$ cat src/design/assert_macros.svh
// Assertion helpers shared by the RTL.
`ifndef ASSERT_MACROS_SVH
`define ASSERT_MACROS_SVH

// Property checked at every edge outside reset.
`define SCSA_ASSERT(label, clk, rst_n, prop) \
    label: assert property (@(posedge clk) disable iff (!(rst_n)) (prop)) \
        else $error("%m: assertion failed");

// Consequent must hold in the cycle after the antecedent.
`define SCSA_ASSERT_NEXT(label, clk, rst_n, ante, cons) \
    label: assert property (@(posedge clk) disable iff (!(rst_n)) (ante) |=> (cons)) \
        else $error("%m: assertion failed");

`endif

$ cat src/design/scsa_pkg.sv
package scsa_pkg;

    localparam int REGIONS    = 4;
    localparam int MAX_SLOTS  = 64;
    localparam int SIZE_REGS  = 4;
    localparam int LIVE_MAX   = (REGIONS < SIZE_REGS) ? REGIONS : SIZE_REGS;
    localparam int RIDX_W     = (LIVE_MAX > 1) ? $clog2(LIVE_MAX) : 1;
    localparam int SZ_IDX_W   = $clog2(SIZE_REGS);

    localparam int BYTES_W    = 13;
    localparam int OFF_W      = 14;
    localparam int COUNT_W    = 3;
    localparam int PROD_W     = COUNT_W + BYTES_W;
    localparam int CFG_IDX_W  = 3;
    localparam int CFG_DATA_W = 13;

    localparam int IDX_W      = $clog2(MAX_SLOTS);
    localparam int SLOTCNT_W  = IDX_W + 1;
    localparam int LANE       = 8;
    localparam int LANE_W     = $clog2(LANE);
    localparam int CHUNKS     = MAX_SLOTS / LANE;
    localparam int CHUNK_W    = (CHUNKS > 1) ? $clog2(CHUNKS) : 1;
    localparam int CHK_W      = SLOTCNT_W + BYTES_W;

    localparam int DIV_CNT_W  = $clog2(BYTES_W + 1);

    // register map
    localparam logic [CFG_IDX_W-1:0] CFG_REGION_COUNT = 3'd0;
    localparam logic [CFG_IDX_W-1:0] CFG_REGION_BYTES = 3'd1;
    localparam logic [CFG_IDX_W-1:0] CFG_SLOT_SIZE_A  = 3'd2;

    localparam logic [COUNT_W-1:0] REGION_COUNT_RST = 3'd4;
    localparam logic [BYTES_W-1:0] REGION_BYTES_RST = 13'd4096;
    localparam logic [BYTES_W-1:0] SLOT_SIZE_RST [SIZE_REGS] =
        '{13'd64, 13'd128, 13'd256, 13'd512};

    typedef enum logic {
        OP_ALLOC = 1'b0,
        OP_FREE  = 1'b1
    } t_opcode;

    typedef enum logic [1:0] {
        ST_OK    = 2'd0,
        ST_NOFIT = 2'd1,
        ST_FULL  = 2'd2,
        ST_OOR   = 2'd3
    } t_status;

    typedef struct packed {
        t_opcode              opcode;
        logic [BYTES_W-1:0]   request_bytes;
        logic [OFF_W-1:0]     free_offset;
    } t_in_item;

    typedef struct packed {
        logic [OFF_W-1:0]     slot_offset;
        t_status              status;
    } t_out_item;

    typedef enum logic [3:0] {
        S_IDLE,
        S_EVAL,
        S_ASTART,
        S_AWAIT,
        S_ASCAN,
        S_ACOMMIT,
        S_FSTART,
        S_FWAIT,
        S_FCHECK,
        S_DONE
    } t_state;

    typedef struct packed {
        logic    load;
        logic    eval;
        logic    div_start;
        logic    scan_step;
        logic    alloc_commit;
        logic    free_commit;
        logic    res_we;
        t_status res_status;
        logic    publish;
    } t_cmd;

    typedef struct packed {
        logic is_free;
        logic found;
        logic in_range;
        logic div_done;
        logic chunk_hit;
        logic last_chunk;
        logic idx_ok;
    } t_stat;

    // a zero slot size behaves as one byte
    function automatic logic [BYTES_W-1:0] eff_size(input logic [BYTES_W-1:0] s);
        return (s == '0) ? BYTES_W'(1) : s;
    endfunction

endpackage

$ cat src/design/scsa_div.sv
module scsa_div
    import scsa_pkg::*;
(
    input  logic               i_clk,
    input  logic               i_rst_n,
    input  logic               i_start,
    input  logic [BYTES_W-1:0] i_dividend,
    input  logic [BYTES_W-1:0] i_divisor,
    output logic               o_done,
    output logic [BYTES_W-1:0] o_quotient
);

    logic                 r_busy;
    logic                 r_done;
    logic [DIV_CNT_W-1:0] r_cnt;
    logic [BYTES_W-1:0]   r_rem;
    logic [BYTES_W-1:0]   r_quo;
    logic [BYTES_W-1:0]   r_div;

    logic [BYTES_W:0]     shifted;
    logic [BYTES_W:0]     diff;
    logic                 ge;

    // restoring divide, one quotient bit per cycle
    assign shifted = {r_rem, r_quo[BYTES_W-1]};
    assign ge      = (shifted >= {1'b0, r_div});
    assign diff    = shifted - {1'b0, r_div};

    always_ff @(posedge i_clk) begin
        if (!i_rst_n) begin
            r_busy <= 1'b0;
            r_done <= 1'b0;
        end else begin
            r_done <= 1'b0;
            if (i_start) begin
                r_busy <= 1'b1;
            end else if (r_busy && (r_cnt == DIV_CNT_W'(1))) begin
                r_busy <= 1'b0;
                r_done <= 1'b1;
            end
        end
    end

    always_ff @(posedge i_clk) begin
        if (i_start) begin
            r_cnt <= DIV_CNT_W'(BYTES_W);
            r_rem <= '0;
            r_quo <= i_dividend;
            r_div <= i_divisor;
        end else if (r_busy) begin
            r_cnt <= r_cnt - DIV_CNT_W'(1);
            r_rem <= ge ? diff[BYTES_W-1:0] : shifted[BYTES_W-1:0];
            r_quo <= {r_quo[BYTES_W-2:0], ge};
        end
    end

    assign o_done     = r_done;
    assign o_quotient = r_quo;

endmodule

$ cat src/design/scsa_ctrl.sv
module scsa_ctrl
    import scsa_pkg::*;
(
    input  logic  i_clk,
    input  logic  i_rst_n,
    input  logic  i_in_valid,
    output logic  o_in_ready,
    output logic  o_out_valid,
    input  logic  i_out_ready,
    input  t_stat i_stat,
    output t_cmd  o_cmd
);

    t_state r_state;
    t_state n_state;
    logic   r_out_valid;
    logic   n_out_valid;

    always_ff @(posedge i_clk) begin
        if (!i_rst_n) begin
            r_state     <= S_IDLE;
            r_out_valid <= 1'b0;
        end else begin
            r_state     <= n_state;
            r_out_valid <= n_out_valid;
        end
    end

    always_comb begin
        n_state          = r_state;
        o_cmd            = '0;
        o_cmd.res_status = ST_OK;
        o_in_ready       = (r_state == S_IDLE);
        n_out_valid      = r_out_valid && !i_out_ready;

        case (r_state)
            S_IDLE: begin
                if (i_in_valid) begin
                    o_cmd.load = 1'b1;
                    n_state    = S_EVAL;
                end
            end
            S_EVAL: begin
                o_cmd.eval = 1'b1;
                n_state    = i_stat.is_free ? S_FSTART : S_ASTART;
            end
            S_ASTART: begin
                if (i_stat.found) begin
                    o_cmd.div_start = 1'b1;
                    n_state         = S_AWAIT;
                end else begin
                    o_cmd.res_we     = 1'b1;
                    o_cmd.res_status = ST_NOFIT;
                    n_state          = S_DONE;
                end
            end
            S_AWAIT: begin
                if (i_stat.div_done) begin
                    n_state = S_ASCAN;
                end
            end
            S_ASCAN: begin
                o_cmd.scan_step = 1'b1;
                if (i_stat.chunk_hit) begin
                    n_state = S_ACOMMIT;
                end else if (i_stat.last_chunk) begin
                    o_cmd.res_we     = 1'b1;
                    o_cmd.res_status = ST_FULL;
                    n_state          = S_DONE;
                end
            end
            S_ACOMMIT: begin
                o_cmd.alloc_commit = 1'b1;
                n_state            = S_DONE;
            end
            S_FSTART: begin
                if (i_stat.in_range) begin
                    o_cmd.div_start = 1'b1;
                    n_state         = S_FWAIT;
                end else begin
                    o_cmd.res_we     = 1'b1;
                    o_cmd.res_status = ST_OOR;
                    n_state          = S_DONE;
                end
            end
            S_FWAIT: begin
                if (i_stat.div_done) begin
                    n_state = S_FCHECK;
                end
            end
            S_FCHECK: begin
                if (i_stat.idx_ok) begin
                    o_cmd.free_commit = 1'b1;
                end else begin
                    o_cmd.res_we     = 1'b1;
                    o_cmd.res_status = ST_OOR;
                end
                n_state = S_DONE;
            end
            S_DONE: begin
                if (!r_out_valid || i_out_ready) begin
                    o_cmd.publish = 1'b1;
                    n_out_valid   = 1'b1;
                    n_state       = S_IDLE;
                end
            end
            default: begin
                n_state = S_IDLE;
            end
        endcase
    end

    assign o_out_valid = r_out_valid;

endmodule

$ cat src/design/scsa_dp.sv
module scsa_dp
    import scsa_pkg::*;
(
    input  logic                  i_clk,
    input  logic                  i_rst_n,
    input  logic                  i_cfg_we,
    input  logic [CFG_IDX_W-1:0]  i_cfg_index,
    input  logic [CFG_DATA_W-1:0] i_cfg_data,
    input  t_in_item              i_in_item,
    input  t_cmd                  i_cmd,
    output t_stat                 o_stat,
    output t_out_item             o_out_item
);

    // configuration
    logic [COUNT_W-1:0]   r_region_count;
    logic [BYTES_W-1:0]   r_region_bytes;
    logic [BYTES_W-1:0]   r_slot_size [SIZE_REGS];

    // working registers
    t_in_item             r_item;
    logic [RIDX_W-1:0]    r_region;
    logic [BYTES_W-1:0]   r_size;
    logic                 r_found;
    logic                 r_in_range;
    logic [BYTES_W-1:0]   r_rem;
    logic [CHUNK_W-1:0]   r_chunk;
    logic [IDX_W-1:0]     r_slot_idx;
    logic [MAX_SLOTS-1:0] r_used [LIVE_MAX];
    t_out_item            r_res;
    t_out_item            r_out;

    logic [COUNT_W-1:0]   live;
    logic                 pick_found;
    logic [RIDX_W-1:0]    pick_region;
    logic [BYTES_W-1:0]   pick_size;
    logic [PROD_W-1:0]    limit;
    logic                 in_range;
    logic [RIDX_W-1:0]    rsel;
    logic [PROD_W-1:0]    base;
    logic [PROD_W-1:0]    rem_full;
    logic [BYTES_W-1:0]   rng_size;

    logic                 div_done;
    logic [BYTES_W-1:0]   quo;
    logic [BYTES_W-1:0]   dividend;

    logic [SLOTCNT_W-1:0] slot_cnt;
    logic [IDX_W-1:0]     slot_base;
    logic [LANE-1:0]      lane;
    logic                 hit;
    logic [IDX_W-1:0]     hit_idx;

    logic [SLOTCNT_W-1:0] idx_p1;
    logic [CHK_W-1:0]     chk_prod;
    logic                 idx_ok;

    logic [PROD_W-1:0]            region_base;
    logic [BYTES_W+IDX_W-1:0]     slot_prod;
    logic [OFF_W-1:0]             alloc_off;

    assign live = (r_region_count > COUNT_W'(LIVE_MAX)) ? COUNT_W'(LIVE_MAX) : r_region_count;

    // smallest slot size that fits, lowest region on a tie
    always_comb begin
        logic [BYTES_W-1:0] sz;
        pick_found  = 1'b0;
        pick_region = '0;
        pick_size   = '0;
        for (int r = 0; r < LIVE_MAX; r++) begin
            sz = eff_size(r_slot_size[r]);
            if ((COUNT_W'(r) < live) && (sz >= r_item.request_bytes) &&
                (!pick_found || (sz < pick_size))) begin
                pick_found  = 1'b1;
                pick_region = RIDX_W'(r);
                pick_size   = sz;
            end
        end
    end

    // owning region of a free address: compare against region boundaries
    always_comb begin
        logic [PROD_W-1:0] edge_addr;
        limit    = PROD_W'(live) * PROD_W'(r_region_bytes);
        in_range = (r_region_bytes != '0) && (PROD_W'(r_item.free_offset) < limit);
        rsel     = '0;
        base     = '0;
        for (int k = 1; k < LIVE_MAX; k++) begin
            edge_addr = PROD_W'(k) * PROD_W'(r_region_bytes);
            if (PROD_W'(r_item.free_offset) >= edge_addr) begin
                rsel = RIDX_W'(k);
                base = edge_addr;
            end
        end
        rem_full = PROD_W'(r_item.free_offset) - base;
        rng_size = eff_size(r_slot_size[SZ_IDX_W'(rsel)]);
    end

    assign dividend = (r_item.opcode == OP_FREE) ? r_rem : r_region_bytes;

    scsa_div u_div (
        .i_clk      (i_clk),
        .i_rst_n    (i_rst_n),
        .i_start    (i_cmd.div_start),
        .i_dividend (dividend),
        .i_divisor  (r_size),
        .o_done     (div_done),
        .o_quotient (quo)
    );

    // slot count saturates at the row width
    assign slot_cnt  = (quo >= BYTES_W'(MAX_SLOTS)) ? SLOTCNT_W'(MAX_SLOTS)
                                                    : SLOTCNT_W'(quo);
    assign slot_base = IDX_W'({r_chunk, {LANE_W{1'b0}}});
    assign lane      = r_used[r_region][slot_base +: LANE];

    always_comb begin
        logic [SLOTCNT_W-1:0] slot;
        hit     = 1'b0;
        hit_idx = '0;
        for (int j = LANE - 1; j >= 0; j--) begin
            slot = SLOTCNT_W'(slot_base) + SLOTCNT_W'(j);
            if (!lane[j] && (slot < slot_cnt)) begin
                hit     = 1'b1;
                hit_idx = IDX_W'(slot);
            end
        end
    end

    // slot index valid when below the row width and the slot ends inside the region
    assign idx_p1   = SLOTCNT_W'(quo[IDX_W-1:0]) + SLOTCNT_W'(1);
    assign chk_prod = CHK_W'(idx_p1) * CHK_W'(r_size);
    assign idx_ok   = (quo < BYTES_W'(MAX_SLOTS)) && (chk_prod <= CHK_W'(r_region_bytes));

    assign region_base = PROD_W'(r_region) * PROD_W'(r_region_bytes);
    assign slot_prod   = (BYTES_W+IDX_W)'(r_size) * (BYTES_W+IDX_W)'(r_slot_idx);
    assign alloc_off   = region_base[OFF_W-1:0] + slot_prod[OFF_W-1:0];

    always_ff @(posedge i_clk) begin
        if (!i_rst_n) begin
            r_region_count <= REGION_COUNT_RST;
            r_region_bytes <= REGION_BYTES_RST;
            for (int s = 0; s < SIZE_REGS; s++) begin
                r_slot_size[s] <= SLOT_SIZE_RST[s];
            end
        end else if (i_cfg_we) begin
            if (i_cfg_index == CFG_REGION_COUNT) begin
                r_region_count <= i_cfg_data[COUNT_W-1:0];
            end else if (i_cfg_index == CFG_REGION_BYTES) begin
                r_region_bytes <= i_cfg_data[BYTES_W-1:0];
            end
            for (int s = 0; s < SIZE_REGS; s++) begin
                if (i_cfg_index == (CFG_SLOT_SIZE_A + CFG_IDX_W'(s))) begin
                    r_slot_size[s] <= i_cfg_data[BYTES_W-1:0];
                end
            end
        end
    end

    always_ff @(posedge i_clk) begin
        if (!i_rst_n) begin
            r_used <= '{default: '0};
        end else if (i_cmd.alloc_commit) begin
            r_used[r_region][r_slot_idx] <= 1'b1;
        end else if (i_cmd.free_commit) begin
            r_used[r_region][quo[IDX_W-1:0]] <= 1'b0;
        end
    end

    always_ff @(posedge i_clk) begin
        if (i_cmd.load) begin
            r_item <= i_in_item;
        end
        if (i_cmd.eval) begin
            if (r_item.opcode == OP_FREE) begin
                r_region   <= rsel;
                r_size     <= rng_size;
                r_in_range <= in_range;
                r_rem      <= rem_full[BYTES_W-1:0];
            end else begin
                r_region   <= pick_region;
                r_size     <= pick_size;
                r_found    <= pick_found;
            end
        end
        if (i_cmd.div_start) begin
            r_chunk <= '0;
        end else if (i_cmd.scan_step) begin
            r_chunk <= r_chunk + CHUNK_W'(1);
            if (hit) begin
                r_slot_idx <= hit_idx;
            end
        end
        if (i_cmd.alloc_commit) begin
            r_res.slot_offset <= alloc_off;
            r_res.status      <= ST_OK;
        end else if (i_cmd.free_commit) begin
            r_res.slot_offset <= '0;
            r_res.status      <= ST_OK;
        end else if (i_cmd.res_we) begin
            r_res.slot_offset <= '0;
            r_res.status      <= i_cmd.res_status;
        end
        if (i_cmd.publish) begin
            r_out <= r_res;
        end
    end

    assign o_stat.is_free    = (r_item.opcode == OP_FREE);
    assign o_stat.found      = r_found;
    assign o_stat.in_range   = r_in_range;
    assign o_stat.div_done   = div_done;
    assign o_stat.chunk_hit  = hit;
    assign o_stat.last_chunk = (r_chunk == CHUNK_W'(CHUNKS - 1));
    assign o_stat.idx_ok     = idx_ok;
    assign o_out_item        = r_out;

endmodule

$ cat src/design/size_class_slot_allocator.sv
// Segregated-fit slot allocator: up to four equal regions (region count
// register), each cut into slots of its own size, one used bit per slot.
// Request channel (i_in_valid/o_in_ready, i_in_item): allocate picks the
// region with the smallest fitting slot size and takes its first free slot;
// free clears the slot holding the given pool offset.
// Result channel (o_out_valid/i_out_ready, o_out_item): one result per request,
// slot offset plus status (ok, no fitting size, region full, out of range).
// One request is worked on at a time. Allocate divides the region size by
// the chosen slot size for the slot count, then runs an 8-slot bitmap scan
// per cycle for the first free slot; free divides the offset within its
// region by that region's slot size for the slot index. An allocate with
// no fitting size and a free past the live regions answer without a divide.
// The next request is taken the cycle after its predecessor's result is
// registered; a stalled receiver costs nothing until a second result is ready,
// which then waits in the result register while the controller holds in its
// done state until the output register frees.
// Configuration (i_cfg_we/i_cfg_index/i_cfg_data) must be written only while idle; the block does not enforce this.
// Reset (synchronous, active low) restores the default configuration and
// marks every slot free at once; no clearing pass is needed.
`include "assert_macros.svh"

module size_class_slot_allocator
    import scsa_pkg::*;
(
    input  logic                  i_clk,
    input  logic                  i_rst_n,
    input  logic                  i_cfg_we,
    input  logic [CFG_IDX_W-1:0]  i_cfg_index,
    input  logic [CFG_DATA_W-1:0] i_cfg_data,
    input  logic                  i_in_valid,
    output logic                  o_in_ready,
    input  t_in_item              i_in_item,
    output logic                  o_out_valid,
    input  logic                  i_out_ready,
    output t_out_item             o_out_item
);

    t_cmd       w_cmd;
    t_stat      w_stat;
    logic       w_accept;
    logic       w_res_err;
    logic [2:0] w_res_writers;

    // sequencing of each request
    scsa_ctrl u_ctrl (
        .i_clk       (i_clk),
        .i_rst_n     (i_rst_n),
        .i_in_valid  (i_in_valid),
        .o_in_ready  (o_in_ready),
        .o_out_valid (o_out_valid),
        .i_out_ready (i_out_ready),
        .i_stat      (w_stat),
        .o_cmd       (w_cmd)
    );

    // config registers, bitmaps, divider, offset arithmetic, output register
    scsa_dp u_dp (
        .i_clk       (i_clk),
        .i_rst_n     (i_rst_n),
        .i_cfg_we    (i_cfg_we),
        .i_cfg_index (i_cfg_index),
        .i_cfg_data  (i_cfg_data),
        .i_in_item   (i_in_item),
        .i_cmd       (w_cmd),
        .o_stat      (w_stat),
        .o_out_item  (o_out_item)
    );

    assign w_accept      = i_in_valid && o_in_ready;
    assign w_res_err     = o_out_valid && (o_out_item.status != ST_OK);
    assign w_res_writers = {w_cmd.alloc_commit, w_cmd.free_commit, w_cmd.res_we};

    // only one request in flight
    `SCSA_ASSERT_NEXT(a_one_in_flight, i_clk, i_rst_n, w_accept, !o_in_ready)
    // failed results never report an offset
    `SCSA_ASSERT(a_err_zero_off, i_clk, i_rst_n, w_res_err |-> (o_out_item.slot_offset == '0))
    // a result is written by at most one path
    `SCSA_ASSERT(a_one_writer, i_clk, i_rst_n, $onehot0(w_res_writers))
    // a published result shows on the port next cycle
    `SCSA_ASSERT_NEXT(a_publish_shows, i_clk, i_rst_n, w_cmd.publish, o_out_valid)

endmodule

$ cat config.mk
export PLATFORM = sky130hd
export DESIGN_NAME = size_class_slot_allocator
export DESIGN_NICKNAME = d
export VERILOG_FILES = /design/src/design/scsa_pkg.sv /design/src/design/scsa_div.sv /design/src/design/scsa_ctrl.sv /design/src/design/scsa_dp.sv /design/src/design/size_class_slot_allocator.sv
export VERILOG_INCLUDE_DIRS = /design/src /design/src/design
export SDC_FILE = /design/constraint.sdc
export NUM_CORES = 2
export LEC_CHECK = 0
export ABC_CLOCK_PERIOD_IN_PS = 11300
export BUFFER_PORTS_ARGS = -buffer_cell sky130_fd_sc_hd__buf_2
export CAP_MARGIN = 20
export CELL_PAD_IN_SITES_DETAIL_PLACEMENT = 0
export CELL_PAD_IN_SITES_GLOBAL_PLACEMENT = 1
export CORE_ASPECT_RATIO = 1.4
export CORE_UTILIZATION = 51
export CTS_CLUSTER_DIAMETER = 30
export DETAILED_ROUTE_END_ITERATION = 10
export PLACE_DENSITY_LB_ADDON = 0.1
export SLEW_MARGIN = 10
export SYNTH_ARGS = -nofsm -noshare
export SYNTH_HDL_FRONTEND = slang
export SYNTH_SLANG_ARGS = --single-unit
$ cat constraint.sdc
create_clock -name i_clk -period 11.3 [get_ports i_clk]
set_input_delay 1.695 -clock i_clk [delete_from_list [all_inputs] [get_ports i_clk]]
set_output_delay 1.695 -clock i_clk [all_outputs]
set_load 0.02 [all_outputs]
==> qor.yml <==
slew_headroom: 0.224
crit_fanout: 20
wl_met2_microns: 57100
totalWireLength_microns: 113000
synth_top_area_frac: 0.179
synth_top_cells_by_area: "dfxtp_1 (18%), edfxtp_1 (15%), ha_1 (10%)"
cts_resized: 0
dr.max_layer_used: "met4"
drv_cap: 0
fin_nets: 4039
path_class: "reg2reg"
dieArea_sq_um: 67000
crit_slowest_cell: "nor2_1"
first_global_vias: 29500
cts_buffers: 87
synth-edff-count: 172
synth_seq_cells: 473
grt_max_degree: 138
root_buffer: "clkbuf_16"
syn_area_per_cell_sq_um: 9.24
routedWlPerCell_microns: 25.1
slew_violations: 0
yosys_most_used_dff: "dfxtp_1"
rsz0062_at_grt: "false"
synth_area_sq_um: 33600
dp_hpwl_microns: 78700
cp-end-kind: "flip-flop"
path_clk_slew_ns: 0.06
dieWidth_microns: 219
finalSetupTns_ns: 0
tightest_slew_ns: 1.16
fillers: 5795
num_rows: 111
cp_slowest_stage_delay_ns: 0.75
post-route-period-util: 0.872
grt_pass1_wl_microns: 172000
holdWs_ns: 0.415
syn_inst: 3640
synth_area_leader_cell: "dfxtp_1"
cts_buffer_depth: 3
max_freq_mhz: 101
crit_arrival_ns: 10.20
drive_gt1_frac: 0.116
hp-class: "reg2reg"
initial_core_util: 0.515
final-setup-viol-count: 0
avgViaCountPerCell: 6.38
gr-usage-all-layers: 0.339
yosysSeqAreaShare: 0.333
wl_met1_microns: 42000
post-route-drc-count: 0
antenna_left: 0
initialDrtViolationCount: 2521
p_leak_nw: 14.8
critPathLaunchType: "flip-flop"
synth_warnings: 0
post_cts_buffers: 0
worst_ep_required_time_ns: 11.65
syn-num-nets: 4098
wl_met3_microns: 7000
core_area_sq_um: 65300
synth.distinct_cells: 76
clock_sinks: 473
grt.overflow.total: 0
hold_viol_final: 0
worst-path-buf-inv: 2
area_delta_synth_final_pct: 11.7
cp_top_family: "compound AO/OA/AOI/OAI gates"
htree_levels: 3
antenna_found_initial: 2
cts_tree: "yes"
status: "completed"
die_h_microns: 306
gp_congestion: 0.961
io_pins: 67
dr.pass1.iters: 6
fin_crit_ns: 9.85
final.setup_skew_ns: 0.0285
cts_hold_buf: 0
powerDensity_nw_per_um2: 310
async_flop_share: 0
insertion_delay_ns: 0.64
num_vias: 28700
place.port_buffers: 66
ir_worst_vdd_uv: 407
## Yosys cell counts (13+ instances only)
cell type	instances
a211oi_1	22
a21o_1	45
a21oi_1	153
a31oi_1	26
and2_1	126
buf_1	17
clkbuf_1	258
dfxtp_1	301
edfxtp_1	172
fa_1	128
ha_1	281
inv_1	252
mux2_2	19
mux2i_1	42
mux4_2	80
nand2_1	433
nand2b_1	18
nand3_1	47
nand4_1	26
nor2_1	174
nor2b_1	43
nor3_1	76
nor4_1	17
o211ai_1	15
o21a_1	19
o21ai_0	354
o21bai_1	14
o311ai_0	225
or3_1	13
xnor2_1	55
xor2_1	25
## cell usage in the layout (no fill, tap or decap), drive strengths merged, types with 25 or more instances in the layout
| cell | instances |
|---|---|
| xnor2 | 55 |
| nand4 | 26 |
| fa | 128 |
| a21o | 45 |
| nor2b | 44 |
| nand3 | 47 |
| ha | 281 |
| edfxtp | 172 |
| buf | 140 |
| and2 | 128 |
| mux4 | 80 |
| xor2 | 25 |
| nor2 | 174 |
| a21oi | 153 |
| o21ai | 360 |
| dfxtp | 301 |
| nand2 | 433 |
| o311ai | 225 |
| inv | 269 |
| mux2i | 42 |
| nor3 | 76 |
| a31oi | 26 |
| clkinv | 28 |
| clkbuf | 104 |
## flip-flops by register name (all words and copies together) (netlist names), 16 cells and up
name              flops
u_dp.r_slot_size     52
u_dp.r_item          27
u_dp.r_res           16
u_dp.o_out_item      16
u_dp.r_used         256
## power by group
group | internal (mW) | switching [mW] | leakage, nW
Combinational | 2.79 | 4.01 | 9.32
Sequential | 2.00 | 0.224 | 4.04
Clock | 1.63 | 0.978 | 1.43
Total | 6.42 | 5.21 | 14.8
## through the flow
stage / std cells / power (mW) / utilization / instance area, sq um / setup slack [ns]
2_1_floorplan: 3640 / 7.26 / - / 33600 / 3.21
3_3_place_gp: 4333 / 8.87 / 0.529 / 34500 / 1.52
3_5_place_dp: 4334 / 9.00 / 0.529 / 34500 / 1.43
4_1_cts: 4494 / 11.7 / 0.574 / 37500 / 1.32
5_1_grt: 4499 / 12.6 / 0.575 / 37600 / 0.518
6_report: 4500 / 11.6 / 0.575 / 37600 / 1.45
## cells by family (layout without fill, tap and decap cells)
group                    count (synthesis)  in the layout  share of synthesized area
other                                    0              1                          0
adder cells (fa/ha/maj)                409            409                      0.181
AND/OR/NAND/NOR                       1034           1034                      0.145
AO/OA/AOI/OAI                          962            962                      0.187
buffers and inverters                  541            553                     0.0615
XOR/XNOR                                80             80                     0.0208
multiplexers                           141            141                     0.0724
flip-flops                             473            473                      0.333
## layer usage
metal,track usage,vias up
met3,0.0508,358
met2,0.602,1137
li1,-,13100
met5,0,-
met1,0.377,14100
met4,0.208,0
## worst register-to-register path: cells and delay by family, from the launching register on
kind,cells,cell delay [ns]
mux,1,0.51
buf+inv,2,0.36
fa+ha+maj,4,1.12
compound gates,20,4.41
flops,1,0.48
simple gates,10,2.69
## area by class of cell
cell class	instances	area (sq um)	share of cell area
sequential	473	11200	0.298
clock inverter	56	594	0.0158
timing repair buffer	140	957	0.0255
inverter	253	950	0.0253
clock buffer	104	2350	0.0627
multi-input combinational	2626	20500	0.545
antenna	1	2.50	0.0000666
tap	847	1060	0.0282
## worst paths after layout
check / end / startpoint / cells after the start / slack, ns
worst max-delay path: u_dp.r_size[2]$_DFFE_PN_ / u_dp.r_slot_size[0][5]$_SDFFCE_PN0P_ / 37 / 1.45
worst min-delay path: u_dp.o_out_item[11]$_DFFE_PP_ / u_dp.r_res[11]$_DFFE_PP_ / 0 / 0.42
worst max register to register: u_dp.r_size[2]$_DFFE_PN_ / u_dp.r_slot_size[0][5]$_SDFFCE_PN0P_ / 37 / 1.45
worst min register to register: u_dp.o_out_item[11]$_DFFE_PP_ / u_dp.r_res[11]$_DFFE_PP_ / 0 / 0.42
No activity file was read; power rests on OpenSTA's default activity.
